## config.mk

```make
export PLATFORM = sky130hd
export DESIGN_NAME = kmp_substring_detector_core
export DESIGN_NICKNAME = d
export VERILOG_FILES = /design/src/hw/rtl/kmp_pkg.sv /design/src/hw/rtl/kmp_fail_table.sv /design/src/hw/rtl/kmp_cmp_unit.sv /design/src/hw/rtl/kmp_seq.sv /design/src/hw/rtl/kmp_substring_detector_core.sv
export SDC_FILE = /design/constraint.sdc
export NUM_CORES = 1
export LEC_CHECK = 0
export BUFFER_PORTS_ARGS = -buffer_cell sky130_fd_sc_hd__buf_4
export CORE_MARGIN = 4
export CORE_UTILIZATION = 45
export DETAILED_ROUTE_END_ITERATION = 8
export HOLD_SLACK_MARGIN = 0.08
export SLEW_MARGIN = 0
export SYNTH_ARGS = -nofsm -noshare
export SYNTH_HDL_FRONTEND = slang
export SYNTH_HIERARCHICAL = 1
export SYNTH_SLANG_ARGS = --single-unit
```

## constraint.sdc

```tcl
create_clock -name clk -period 9.9 [get_ports clk]
set_input_delay 1.98 -clock clk [delete_from_list [all_inputs] [get_ports clk]]
set_output_delay 1.98 -clock clk [all_outputs]
set_load 0.01 [all_outputs]
```

## src/hw/rtl/kmp_pkg.sv

```systemverilog
// ----------------------------------------------------------------------------
// kmp_pkg
// Shared types and constants of the substring detector
// ----------------------------------------------------------------------------
package kmp_pkg;

  localparam int CHAR_W    = 8;
  localparam int PAT_CHARS = 16;
  localparam int PAT_W     = PAT_CHARS * CHAR_W;
  localparam int PIDX_W    = 4;
  localparam int LEN_W     = 5;
  localparam int CFG_IDX_W = 2;
  localparam int CFG_W     = 64;

  localparam logic [CFG_IDX_W-1:0] REG_PATTERN_LOW    = 2'd0;
  localparam logic [CFG_IDX_W-1:0] REG_PATTERN_HIGH   = 2'd1;
  localparam logic [CFG_IDX_W-1:0] REG_PATTERN_LENGTH = 2'd2;

  typedef enum logic [1:0] {
    ST_IDLE,
    ST_BUILD,
    ST_MATCH,
    ST_FINISH
  } seq_state_t;

  typedef struct packed {
    logic [CHAR_W-1:0] char_code;
    logic              is_last;
    logic              is_empty;
  } item_t;

  function automatic logic [CHAR_W-1:0] pat_char(input logic [PAT_W-1:0] pat,
                                                 input logic [PIDX_W-1:0] idx);
    return pat[idx*CHAR_W +: CHAR_W];
  endfunction

endpackage

```

## src/hw/rtl/kmp_fail_table.sv

```systemverilog
// ----------------------------------------------------------------------------
// kmp_fail_table
// Failure table storage, one write port and one read port
// ----------------------------------------------------------------------------
module kmp_fail_table #(
  parameter int DEPTH = 16,
  parameter int IDX_W = 4,
  parameter int DATA_W = 5
) (
  input  logic              clk,
  input  logic              we,
  input  logic [IDX_W-1:0]  waddr,
  input  logic [DATA_W-1:0] wdata,
  input  logic [IDX_W-1:0]  raddr,
  output logic [DATA_W-1:0] rdata
);

  logic [DATA_W-1:0] entry [DEPTH];

  always_ff @(posedge clk) begin
    if (we) begin
      entry[waddr] <= wdata;
    end
  end

  assign rdata = entry[raddr];

endmodule

```

## src/hw/rtl/kmp_cmp_unit.sv

```systemverilog
// ----------------------------------------------------------------------------
// kmp_cmp_unit
// Shared character compare and position increment
// ----------------------------------------------------------------------------
module kmp_cmp_unit #(
  parameter int POS_W = 5
) (
  input  logic [kmp_pkg::PAT_W-1:0]  pattern,
  input  logic                       build_mode,
  input  logic [kmp_pkg::CHAR_W-1:0] text_char,
  input  logic [POS_W-1:0]           build_idx,
  input  logic [POS_W-1:0]           pos,
  output logic                       eq,
  output logic [POS_W-1:0]           pos_inc
);
  import kmp_pkg::*;

  logic [CHAR_W-1:0] lhs;
  logic [CHAR_W-1:0] rhs;

  always_comb begin
    lhs = build_mode ? pat_char(pattern, PIDX_W'(build_idx)) : text_char;
    rhs = pat_char(pattern, PIDX_W'(pos));
    eq = (lhs == rhs);
    pos_inc = eq ? pos + POS_W'(1) : pos;
  end

endmodule

```

## src/hw/rtl/kmp_seq.sv

```systemverilog
// ----------------------------------------------------------------------------
// kmp_seq
// Sequencer: table build, match steps and result hand-off
// ----------------------------------------------------------------------------
module kmp_seq #(
  parameter int MAX_PATTERN = 16,
  parameter int POS_W = 5,
  parameter int IDX_W = 4
) (
  input  logic                      clk,
  input  logic                      rst,
  input  logic                      cfg_clear,
  input  logic [POS_W-1:0]          len,
  input  logic [kmp_pkg::PAT_W-1:0] pattern,
  input  logic                      in_valid,
  input  kmp_pkg::item_t            in_item,
  output logic                      in_ready,
  input  logic                      res_ready,
  output logic                      res_valid,
  output logic                      res_found
);
  import kmp_pkg::*;

  seq_state_t state;
  seq_state_t state_next;

  item_t            item;
  logic [POS_W-1:0] j;
  logic [POS_W-1:0] k;
  logic [POS_W-1:0] pos;
  logic [POS_W-1:0] match_position;
  logic             table_ready;
  logic             hit_seen;

  logic             build_mode;
  logic [POS_W-1:0] cmp_pos;
  logic             eq;
  logic [POS_W-1:0] pos_inc;
  logic             fall_back;
  logic             build_done;
  logic             skip;
  logic             ends_string;
  logic             accept;

  logic             tbl_we;
  logic [IDX_W-1:0] tbl_waddr;
  logic [POS_W-1:0] tbl_wdata;
  logic [IDX_W-1:0] tbl_raddr;
  logic [POS_W-1:0] tbl_rdata;

  assign build_mode  = (state == ST_BUILD);
  assign cmp_pos     = build_mode ? k : pos;
  assign fall_back   = (cmp_pos != '0) && !eq;
  assign build_done  = (j >= len);
  assign skip        = item.is_empty || hit_seen || (len == '0);
  assign ends_string = item.is_last || item.is_empty;
  assign accept      = in_valid && in_ready;
  assign tbl_raddr   = IDX_W'(cmp_pos - POS_W'(1));

  kmp_cmp_unit #(.POS_W(POS_W)) u_cmp (
    .pattern    (pattern),
    .build_mode (build_mode),
    .text_char  (item.char_code),
    .build_idx  (j),
    .pos        (cmp_pos),
    .eq         (eq),
    .pos_inc    (pos_inc)
  );

  kmp_fail_table #(.DEPTH(MAX_PATTERN), .IDX_W(IDX_W), .DATA_W(POS_W)) u_table (
    .clk   (clk),
    .we    (tbl_we),
    .waddr (tbl_waddr),
    .wdata (tbl_wdata),
    .raddr (tbl_raddr),
    .rdata (tbl_rdata)
  );

  always_comb begin
    state_next = state;
    unique case (state)
      ST_IDLE: begin
        if (accept) begin
          state_next = table_ready ? ST_MATCH : ST_BUILD;
        end
      end
      ST_BUILD: begin
        if (build_done) begin
          state_next = ST_MATCH;
        end
      end
      ST_MATCH: begin
        if (skip || !fall_back) begin
          state_next = ST_FINISH;
        end
      end
      ST_FINISH: begin
        if (!ends_string || res_ready) begin
          state_next = ST_IDLE;
        end
      end
      default: state_next = ST_IDLE;
    endcase
  end

  always_comb begin
    in_ready  = 1'b0;
    res_valid = 1'b0;
    tbl_we    = 1'b0;
    tbl_waddr = '0;
    tbl_wdata = '0;
    unique case (state)
      ST_IDLE: begin
        in_ready = 1'b1;
        // entry zero is always an empty border
        tbl_we   = accept && !table_ready;
      end
      ST_BUILD: begin
        tbl_we    = !build_done && !fall_back;
        tbl_waddr = IDX_W'(j);
        tbl_wdata = pos_inc;
      end
      ST_MATCH: begin
      end
      ST_FINISH: begin
        res_valid = ends_string && res_ready;
      end
      default: begin
      end
    endcase
  end

  assign res_found = hit_seen || (len == '0);

  always_ff @(posedge clk) begin
    if (rst) begin
      state          <= ST_IDLE;
      table_ready    <= 1'b0;
      match_position <= '0;
      hit_seen       <= 1'b0;
    end else begin
      state <= state_next;
      if (cfg_clear) begin
        table_ready    <= 1'b0;
        match_position <= '0;
        hit_seen       <= 1'b0;
      end
      unique case (state)
        ST_IDLE: begin
        end
        ST_BUILD: begin
          if (build_done) begin
            table_ready <= 1'b1;
          end
        end
        ST_MATCH: begin
          if (!skip && !fall_back) begin
            if (pos_inc >= len) begin
              hit_seen       <= 1'b1;
              match_position <= '0;
            end else begin
              match_position <= pos_inc;
            end
          end
        end
        ST_FINISH: begin
          if (ends_string && res_ready) begin
            match_position <= '0;
            hit_seen       <= 1'b0;
          end
        end
        default: begin
        end
      endcase
    end
  end

  always_ff @(posedge clk) begin
    if (accept) begin
      item <= in_item;
      j    <= POS_W'(1);
      k    <= '0;
      pos  <= (match_position >= len) ? '0 : match_position;
    end
    if (state == ST_BUILD && !build_done) begin
      if (fall_back) begin
        k <= tbl_rdata;
      end else begin
        k <= pos_inc;
        j <= j + POS_W'(1);
      end
    end
    if (state == ST_MATCH && !skip && fall_back) begin
      pos <= tbl_rdata;
    end
  end

endmodule

```

## src/hw/rtl/kmp_substring_detector_core.sv

```systemverilog
// ----------------------------------------------------------------------------
// kmp_substring_detector_core
// Knuth-Morris-Pratt substring detector with a stream in and a stream out
// ----------------------------------------------------------------------------
// Load the pattern through the cfg channel (low chars, high chars, length),
// then stream text one character per transfer; s_tlast ends a string and an
// empty string is one transfer with s_tuser set. Each string ending gives one
// result transfer with bit 0 of m_tdata set when the pattern occurred. A
// character passes the idle, match and finish states and stays in match for
// each failure-table fallback, which the single compare unit walks one per
// cycle (amortised under one per char). The first character after a pattern
// register write also rebuilds the failure table on that unit. A string
// end waits in its last state while the previous result is still untaken.
module kmp_substring_detector_core #(
  parameter int MAX_PATTERN = 16
) (
  input  logic                          clk,
  input  logic                          rst,
  input  logic                          cfg_valid,
  output logic                          cfg_ready,
  input  logic [kmp_pkg::CFG_IDX_W-1:0] cfg_index,
  input  logic [kmp_pkg::CFG_W-1:0]     cfg_data,
  input  logic                          s_tvalid,
  output logic                          s_tready,
  input  logic [7:0]                    s_tdata,  // char_code
  input  logic                          s_tlast,  // is_last
  input  logic                          s_tuser,  // is_empty
  output logic                          m_tvalid,
  input  logic                          m_tready,
  output logic [7:0]                    m_tdata   // found, zero padding
);
  import kmp_pkg::*;

  localparam int POS_W = $clog2(MAX_PATTERN + 1);
  localparam int IDX_W = (MAX_PATTERN > 1) ? $clog2(MAX_PATTERN) : 1;

  logic [CFG_W-1:0] pattern_low;
  logic [CFG_W-1:0] pattern_high;
  logic [LEN_W-1:0] pattern_length;

  logic             cfg_xfer;
  logic             cfg_clear;
  logic [POS_W-1:0] len_eff;
  item_t            in_item;
  logic             res_ready;
  logic             res_valid;
  logic             res_found;

  assign cfg_xfer  = cfg_valid && cfg_ready;
  assign len_eff   = (pattern_length > LEN_W'(MAX_PATTERN)) ? POS_W'(MAX_PATTERN)
                                                            : POS_W'(pattern_length);
  assign res_ready = !m_tvalid || m_tready;
  assign in_item   = '{char_code: s_tdata, is_last: s_tlast, is_empty: s_tuser};

  always_comb begin
    case (cfg_index) inside
      REG_PATTERN_LOW, REG_PATTERN_HIGH, REG_PATTERN_LENGTH: cfg_clear = cfg_xfer;
      default: cfg_clear = 1'b0;
    endcase
  end

  always_ff @(posedge clk) begin
    if (rst) begin
      pattern_low    <= '0;
      pattern_high   <= '0;
      pattern_length <= '0;
    end else if (cfg_xfer) begin
      unique case (cfg_index)
        REG_PATTERN_LOW:    pattern_low    <= cfg_data;
        REG_PATTERN_HIGH:   pattern_high   <= cfg_data;
        REG_PATTERN_LENGTH: pattern_length <= cfg_data[LEN_W-1:0];
        default: begin
        end
      endcase
    end
  end

  kmp_seq #(.MAX_PATTERN(MAX_PATTERN), .POS_W(POS_W), .IDX_W(IDX_W)) u_seq (
    .clk       (clk),
    .rst       (rst),
    .cfg_clear (cfg_clear),
    .len       (len_eff),
    .pattern   ({pattern_high, pattern_low}),
    .in_valid  (s_tvalid),
    .in_item   (in_item),
    .in_ready  (s_tready),
    .res_ready (res_ready),
    .res_valid (res_valid),
    .res_found (res_found)
  );

  // only taken while the sequencer is idle
  assign cfg_ready = s_tready;

  always_ff @(posedge clk) begin
    if (rst) begin
      m_tvalid <= 1'b0;
    end else if (res_valid) begin
      m_tvalid <= 1'b1;
    end else if (m_tready) begin
      m_tvalid <= 1'b0;
    end
  end

  always_ff @(posedge clk) begin
    if (res_valid) begin
      m_tdata <= {7'd0, res_found};
    end
  end

endmodule

```

==> metrics.cfg, run 1 <==
[finish]
drive_gt1_frac = 0.2115
fin_util = 0.5114
nets = 1195
area_growth_pct = 11.55
layout.cells.non_filler = 1495
antenna_cells = 0
nFillCells = 2562

[cts]
cts.clk_slew.worst_paths_ns = 0.06
tritoncts = built
htreeDepth = 1
post-cts-setup-buffers = 0
clk-insertion-delay-late_ns = 0.54
cts_root_buffer = clkbuf_16
cts_sinks = 249
cts_buffers = 27
cts_max_path_buffers = 3
cts_hold_buf = 0
cts_resized = 0

[placement]
place_inst = 1447
gp_congestion = 0.8622
io_buffers = 84
hpwl_microns = 23030

[logic_synthesis]
synthArstFlopShare = 0
syn-cell-area_sq_um = 13230
netlist_instances = 1041
syn_avg_cell_area_sq_um = 12.71
seq_area_frac_synth = 0.4531
synth-seq-cells = 249
synth_ff_type = dfxtp_1
synth_cell_type_count = 72
synth-edff-count = 101
synth_warnings = 6

[sta]
max_slew_margin = 0.2587
period_minus_slack_ns = 6.355
slew_viol_final = 0
setup_viol = 0
max_freq_mhz = 157.4
holdWs_ns = 0.4739
fin_crit_sh = 0.6419
tightest_slew_ns = 1.112
clock_skew_ns = 0.01448
finalSetupTns_ns = 0
timing.final.hold_violations = 0
rsz0062_at_grt = false

[power]
power_switching_mw = 1.106
power.share.clock = 0.282
vdd_ir_drop_max_v = 0.0001274
sequentialPowerShare = 0.377
comb_power_share = 0.340
power_density_nw_per_um2 = 223.6
sw_frac_of_total = 0.3352
leakagePower_nw = 5.677
p_int_mw = 2.194

[grt]
grt_usage = 0.1938
met2_usage = 0.3484
grt_max_degree = 118
grtUsageMet1 = 0.2474
antenna_found_initial = 0
grt_pass1_vias = 8632
grtUsageMet3 = 0.02749
grt-busiest-layer = met2
grt_overflow = 0
grt_pass1_wl_microns = 50220

[floorplanning]
die_w_microns = 179.5
dieArea_sq_um = 32210
rows = 62
ios = 92
die_h_microns = 179.5
core_area_sq_um = 28860
initial_utilization = 0.4585

[detailed_routing]
routed_wl_microns = 32270
post_drt_wl_per_cell_microns = 21.59
vias_per_cell = 5.582
dr.first_iter.drc_count = 610
dr.pass1.iters = 5
drcViolationCount = 0
via_count = 8345
antenna_left = 0

[setup_path]
rr_worst_depth = 16
start_kind = flip-flop
slowest_stage = inv_2
worstPathArrival_ns = 6.52
cp_max_fo = 36
cpPeakStageDelay_ns = 0.76
path_delay_family = simple AND/OR/NAND/NOR gates
worst-path-stages = 16
cp.required_ns = 10.07
cp_num_buf_inv = 5
worst-setup-path-type = flip-flop to flip-flop
cp-end-kind = flip-flop
crit_chain = inv_1 -> ha_1 -> buf_4 -> mux2i_4 -> buf_4 -> inv_2 -> mux4_1 -> mux4_2 -> xnor2_1 -> o2111ai_1 -> or4_4 -> inv_1 -> nor2_2 -> o22ai_1 -> or3b_2 -> nor3_1

[run]
cap_viol_max_count = 0

[outcome]
status = finished, final reports clean

[hold_path]
min_path_cells = 2
holdCritPathClass = flip-flop to flip-flop

==> per-stage QoR <==
stage / setup slack [ns] / power (mW) / instance area, sq um
final: 3.545 / 3.300 / 14760
after global routing: 3.203 / 3.458 / 14760
after CTS: 3.590 / 3.327 / 14760
after detailed placement: 3.581 / 2.387 / 13950
after global placement: 3.722 / 2.381 / 13950
after floorplan: 4.988 / 2.121 / 13250
==> kinds of logic after synthesis <==
logic type | after synthesis | share of synthesized area
mux | 245 | 0.2783
compound gates | 81 | 0.04567
xor+xnor | 13 | 0.008605
buf+inv | 103 | 0.04586
simple gates | 327 | 0.1473
other cells | 1 | 0.0002834
flops | 249 | 0.4531
fa+ha+maj | 22 | 0.02080
==> path summary, 6_finish.rpt <==
path	start	endpoint	slack [ns]
setup / recovery	u_seq/state[1]$_SDFFE_PP0P_	u_seq/u_table/entry[0][2]$_DFFE_PP_	3.55
setup reg to reg	u_seq/state[1]$_SDFFE_PP0P_	u_seq/u_table/entry[0][2]$_DFFE_PP_	3.55
hold reg to reg	pattern_length[2]$_SDFFE_PP0P_	pattern_length[2]$_SDFFE_PP0P_	0.47
hold / removal	pattern_length[2]$_SDFFE_PP0P_	pattern_length[2]$_SDFFE_PP0P_	0.47
==> area by class of cell <==
class                           instances  area [sq um]  share of cell area
Clock inverter                         17         111.4            0.007545
Multi-Input combinational cell        695          6670              0.4519
Clock buffer                           31         700.7             0.04747
Tap cell                              384         480.5             0.03255
Timing Repair Buffer                   94         705.7             0.04781
Inverter                               25         93.84            0.006358
Sequential cell                       249          5997              0.4063
==> state kept, by name, indices dropped and copies added, names as in the netlist <==
| register | count |
|---|---|
| u_seq/table_ready | 1 |
| pattern_high | 64 |
| pattern_low | 64 |
| u_seq/state | 2 |
| m_tvalid | 1 |
| u_seq/u_table/entry | 80 |
| u_seq/k | 5 |
| u_seq/item | 10 |
| m_tdata | 1 |
| u_seq/pos | 5 |
| u_seq/j | 5 |
| u_seq/match_position | 5 |
| pattern_length | 5 |
| u_seq/hit_seen | 1 |
==> layer usage <==
metal,vias up,routed length [microns]
li1,3923,-
met1,4140,13150
met2,238,16830
met3,44,1579
met4,0,722
met5,-,0
==> cell usage in the layout (no fill, tap or decap), types with 21 or more instances in the layout <==
master / n
mux4_2: 76
mux2i_1: 149
dfxtp_1: 147
nor2_1: 30
edfxtp_1: 101
clkbuf_16: 27
inv_1: 24
ha_1: 22
nand2_1: 21
nand2b_1: 205
buf_4: 94
==> power by group through the flow <==
stage          Sequential, mW  Clock (mW)  Combinational (mW)
2_1_floorplan            1.23           0               0.887
3_3_place_gp             1.27           0                1.11
3_5_place_dp             1.27           0                1.12
4_1_cts                  1.25       0.959                1.12
5_1_grt                  1.25        1.00                1.21
6_report                 1.25       0.932                1.12
==> tightest hold or removal path, cell delays in order, from the launching register on <==
cell	delay [ns]
dfxtp_1	0.30
nand2b_1	0.06
mux2i_1	0.06
==> cell usage after synthesis (2+ instances only) <==
cell type	number	area, sq um
ha_1	22	275.3
o21ai_1	4	20.02
mux4_2	76	1712
a211o_1	3	26.28
nand3_1	18	90.09
clkbuf_1	37	138.9
a211oi_1	2	15.01
inv_1	25	93.84
xor2_1	5	43.79
and2_1	12	75.07
a21oi_1	8	40.04
o21a_1	2	15.01
nor2b_1	8	50.05
buf_8	2	30.03
nand4b_1	2	17.52
a221oi_1	5	43.79
buf_6	12	135.1
nor3_1	5	25.02
nor2_2	4	25.02
a22o_1	6	52.55
buf_2	11	55.05
buf_12	3	60.06
buf_4	12	90.09
mux4_1	16	420.4
nand2b_1	205	1282
o22ai_1	9	56.30
a21o_1	5	37.54
nor2_1	30	112.6
o31ai_1	3	22.52
nand3b_1	3	22.52
nand2_1	21	78.83
dfxtp_1	148	2963
o21ai_0	11	55.05
o211ai_1	5	37.54
or2_2	3	18.77
xnor2_1	8	70.07
a22oi_1	5	37.54
mux2i_1	150	1501
edfxtp_1	101	3033
and3_1	2	12.51
Power figures use the tool's default switching activity.
==> run 2, diff against run 1 <==
ABC_AREA = 1   (was unset)
clock period = 5.82 ns   (was 9.9 ns; I/O delays follow)
==> run 2 against run 1 <==
Net effect: clock-buffer cell count is 5 higher; critical path depth increased by 12; sequential share of layout area shrank 3.7 points; cell count is 76% higher; worst setup slack got worse by 2.8 ns; register-to-register slack lost 2.8 ns; combinational power grew to 3.2 times the previous value; total power increased by 130%; synthesized cell count up 110%; sequential power is 76% higher; area after synthesis increased by 11%; clock power rose by 98%.
==> metrics.cfg, run 2 <==
[outcome]
status = finished, final reports clean  ; unchanged

[power]
leakagePower_nw = 7.301  ; was 5.677 nW
power_density_nw_per_um2 = 471.7  ; was 223.6 nW/um^2
p_total_mw = 7.655  ; was 3.300 mW
vdd_ir_drop_max_v = 0.0002766  ; was 0.0001274 V

[setup_path]
cp-end-kind = flip-flop  ; unchanged
cpMostUsedCell = nand2_1
cp_max_fo = 28  ; was 36
worstPathArrival_ns = 5.29  ; was 6.52 ns
start_kind = flip-flop  ; unchanged
worst-setup-path-type = flip-flop to flip-flop  ; unchanged
slowest_stage = ha_1  ; was inv_2
cp.required_ns = 6.01  ; was 10.07 ns
cpPeakStageDelay_ns = 0.51  ; was 0.76 ns

[cts]
tritoncts = built  ; unchanged
clk-insertion-delay-late_ns = 0.54  ; about the same
cts_resized = 0  ; unchanged
cts_sinks = 249  ; unchanged
cts.clk_slew.worst_paths_ns = 0.06  ; about the same
cts_buffers = 27  ; unchanged
cts_hold_buf = 0  ; unchanged
cts_max_path_buffers = 3  ; unchanged
post-cts-setup-buffers = 0  ; unchanged
htreeDepth = 1  ; unchanged
cts_root_buffer = clkbuf_16  ; unchanged

[logic_synthesis]
synth.most_common_cell = nand2_1  ; was nand2b_1
yosysTopAreaCell = edfxtp_1  ; unchanged
synthXorXnorAreaFrac = 0.003569  ; was 0.008605
synth_top_area_frac = 0.2060  ; was 0.2292
synth_mux_area_frac = 0  ; was 0.2783
synth-edff-count = 101  ; unchanged
synthAdderAreaFrac = 0.01870  ; was 0.02080
synth_warnings = 6  ; unchanged
synth_top_family_by_area = simple AND/OR/NAND/NOR gates  ; was multiplexers
synth_cell_type_count = 44  ; was 72
syn_avg_cell_area_sq_um = 6.775  ; was 12.71 sq um
synth_ff_type = dfxtp_1  ; unchanged
synth_commonest_cells = nand2_1 (575), nand3_1 (363), nor2_1 (344), inv_1 (193), dfxtp_1 (148)  ; was nand2b_1 (205), mux2i_1 (150), dfxtp_1 (148), edfxtp_1 (101), mux4_2 (76)
seq_area_frac_synth = 0.4072  ; was 0.4531
syn-cell-area_sq_um = 14720  ; was 13230 sq um
synth-seq-cells = 249  ; unchanged
netlist_instances = 2173  ; was 1041
synthSimpleGateAreaFrac = 0.3917  ; was 0.1473
synth_compound_area_frac = 0.05923  ; was 0.04567
synth.area.top_cells = edfxtp_1 (21%), dfxtp_1 (20%), nand2_1 (15%), nand3_1 (12%), nor2_1 (8.8%)  ; was edfxtp_1 (23%), dfxtp_1 (22%), mux4_2 (13%), mux2i_1 (11%), nand2b_1 (9.7%)
synthArstFlopShare = 0  ; unchanged

[floorplanning]
rows = 65  ; was 62
core_area_sq_um = 31880  ; was 28860 sq um
initial_utilization = 0.4618  ; was 0.4585
die_w_microns = 188.9  ; was 179.5 microns
die_h_microns = 188.9  ; was 179.5 microns
ios = 92  ; unchanged
dieArea_sq_um = 35680  ; was 32210 sq um

[detailed_routing]
dr.first_iter.drc_count = 1280  ; was 610
vias_per_cell = 5.240  ; was 5.582
post_drt_wl_per_cell_microns = 16.54  ; was 21.59 microns
dr.pass1.iters = 6  ; was 5
antenna_left = 0  ; unchanged
routed_wl_microns = 43390  ; was 32270 microns
via_count = 13750  ; was 8345
drcViolationCount = 0  ; unchanged

[placement]
place_area_sq_um = 15260  ; was 13950 sq um
gp_congestion = 0.9444  ; was 0.8622
pre_cts_ws_ns = 0.9219  ; was 3.581 ns
hpwl_microns = 29510  ; was 23030 microns
io_buffers = 84  ; unchanged

[sta]
fin_crit_sh = 0.8761  ; was 0.6419
tightest_slew_ns = 1.183  ; was 1.112 ns
finalSetupTns_ns = 0  ; unchanged
setup_viol = 0  ; unchanged
period_minus_slack_ns = 5.099  ; was 6.355 ns
slew_viol_final = 0  ; unchanged
fin_ws_ns = 0.7213  ; was 3.545 ns
max_freq_mhz = 196.1  ; was 157.4 MHz
max_slew_margin = 0.2102  ; was 0.2587
rsz0062_at_grt = false  ; unchanged
timing.final.hold_violations = 0  ; unchanged
clock_skew_ns = 0.01276  ; was 0.01448 ns

[grt]
grt_max_degree = 170  ; was 118
grt_pass1_wl_microns = 67880  ; was 50220 microns
antenna_found_initial = 0  ; unchanged
grt_overflow = 0  ; unchanged
grt_usage = 0.2343  ; was 0.1938
grt_pass1_vias = 12720  ; was 8632

[run]
cap_viol_max_count = 0  ; unchanged

[finish]
fin_util = 0.5091  ; was 0.5114
area_growth_pct = 10.23  ; was 11.55%
largest_reg_flops = 80  ; unchanged
layout_top_registers = u_seq/u_table/entry: 80 flops, pattern_high: 64 flops, pattern_low: 64 flops  ; unchanged
antenna_cells = 0  ; unchanged
design_area_sq_um = 16230  ; was 14760 sq um
layout_commonest_cell = nand2_1  ; was nand2b_1
nets = 2271  ; was 1195
drive_gt1_frac = 0.1119  ; was 0.2115
top_register = u_seq/u_table/entry  ; unchanged
final_cell_mix = nand2_1 (575), nand3_1 (363), nor2_1 (343)  ; was nand2b_1 (205), mux2i_1 (149), dfxtp_1 (147)
nFillCells = 3279  ; was 2562

[hold_path]
holdCritPathClass = flip-flop to flip-flop  ; unchanged

run 2: power breakdown:
group	switching (mW)	total, mW	internal (mW)
Sequential	0.142	2.20	2.05
Combinational	2.55	3.61	1.06
Clock	0.702	1.85	1.15
run 2: cell families (layout without fill, tap and decap cells):
group | count (synthesis) | in the layout
adder cells (fa/ha/maj) | 22 | 22
flip-flops | 249 | 249
XOR/XNOR | 6 | 6
buffers and inverters | 379 | 389
other | 1 | 7
AO/OA/AOI/OAI | 167 | 167
AND/OR/NAND/NOR | 1349 | 1349
run 2: critical path: cells and delay by family, from the launching register on:
kind,cells,cell delay (ns)
AO/OA/AOI/OAI,3,0.51
adder cells (fa/ha/maj),1,0.51
buffers and inverters,9,1.11
flip-flops,1,0.33
AND/OR/NAND/NOR,15,2.25
run 2: final cells by class:
cell class,instances,area (sq um),share of cell area
Clock buffer,36,769.5,0.04741
Clock inverter,14,201.4,0.01241
Inverter,241,922.1,0.05682
Multi-Input combinational cell,1551,7022,0.4327
Sequential cell,249,5997,0.3695
Tap cell,435,544.3,0.03354
Timing Repair Buffer,98,773.2,0.04764
run 2: path summary, 6_finish.rpt:
kind	to	slack, ns	depth (start not counted)	start
min reg2reg	pattern_length[2]$_SDFFE_PP0P_	0.48	2	pattern_length[2]$_SDFFE_PP0P_
max	u_seq/u_table/entry[13][3]$_DFFE_PP_	0.72	28	u_seq/state[1]$_SDFFE_PP0P_
min	pattern_length[2]$_SDFFE_PP0P_	0.48	2	pattern_length[2]$_SDFFE_PP0P_
max reg2reg	u_seq/u_table/entry[13][3]$_DFFE_PP_	0.72	28	u_seq/state[1]$_SDFFE_PP0P_
run 2: stage by stage:
| step | hold slack [ns] | std cells |
|---|---|---|
| after floorplan | 0.4550 | 2179 |
| after global placement | 0.4718 | 2574 |
| after detailed placement | 0.4732 | 2574 |
| after CTS | 0.4856 | 2624 |
| after global routing | 0.5224 | 2624 |
| final | 0.4807 | 2624 |
run 2: layer usage:
metal	track usage	vias up	wire length (microns)
li1	-	6882	-
met1	0.3052	6353	18660
met2	0.4026	420	20810
met3	0.03226	96	2300
met4	0.07960	0	1625
met5	0	-	0
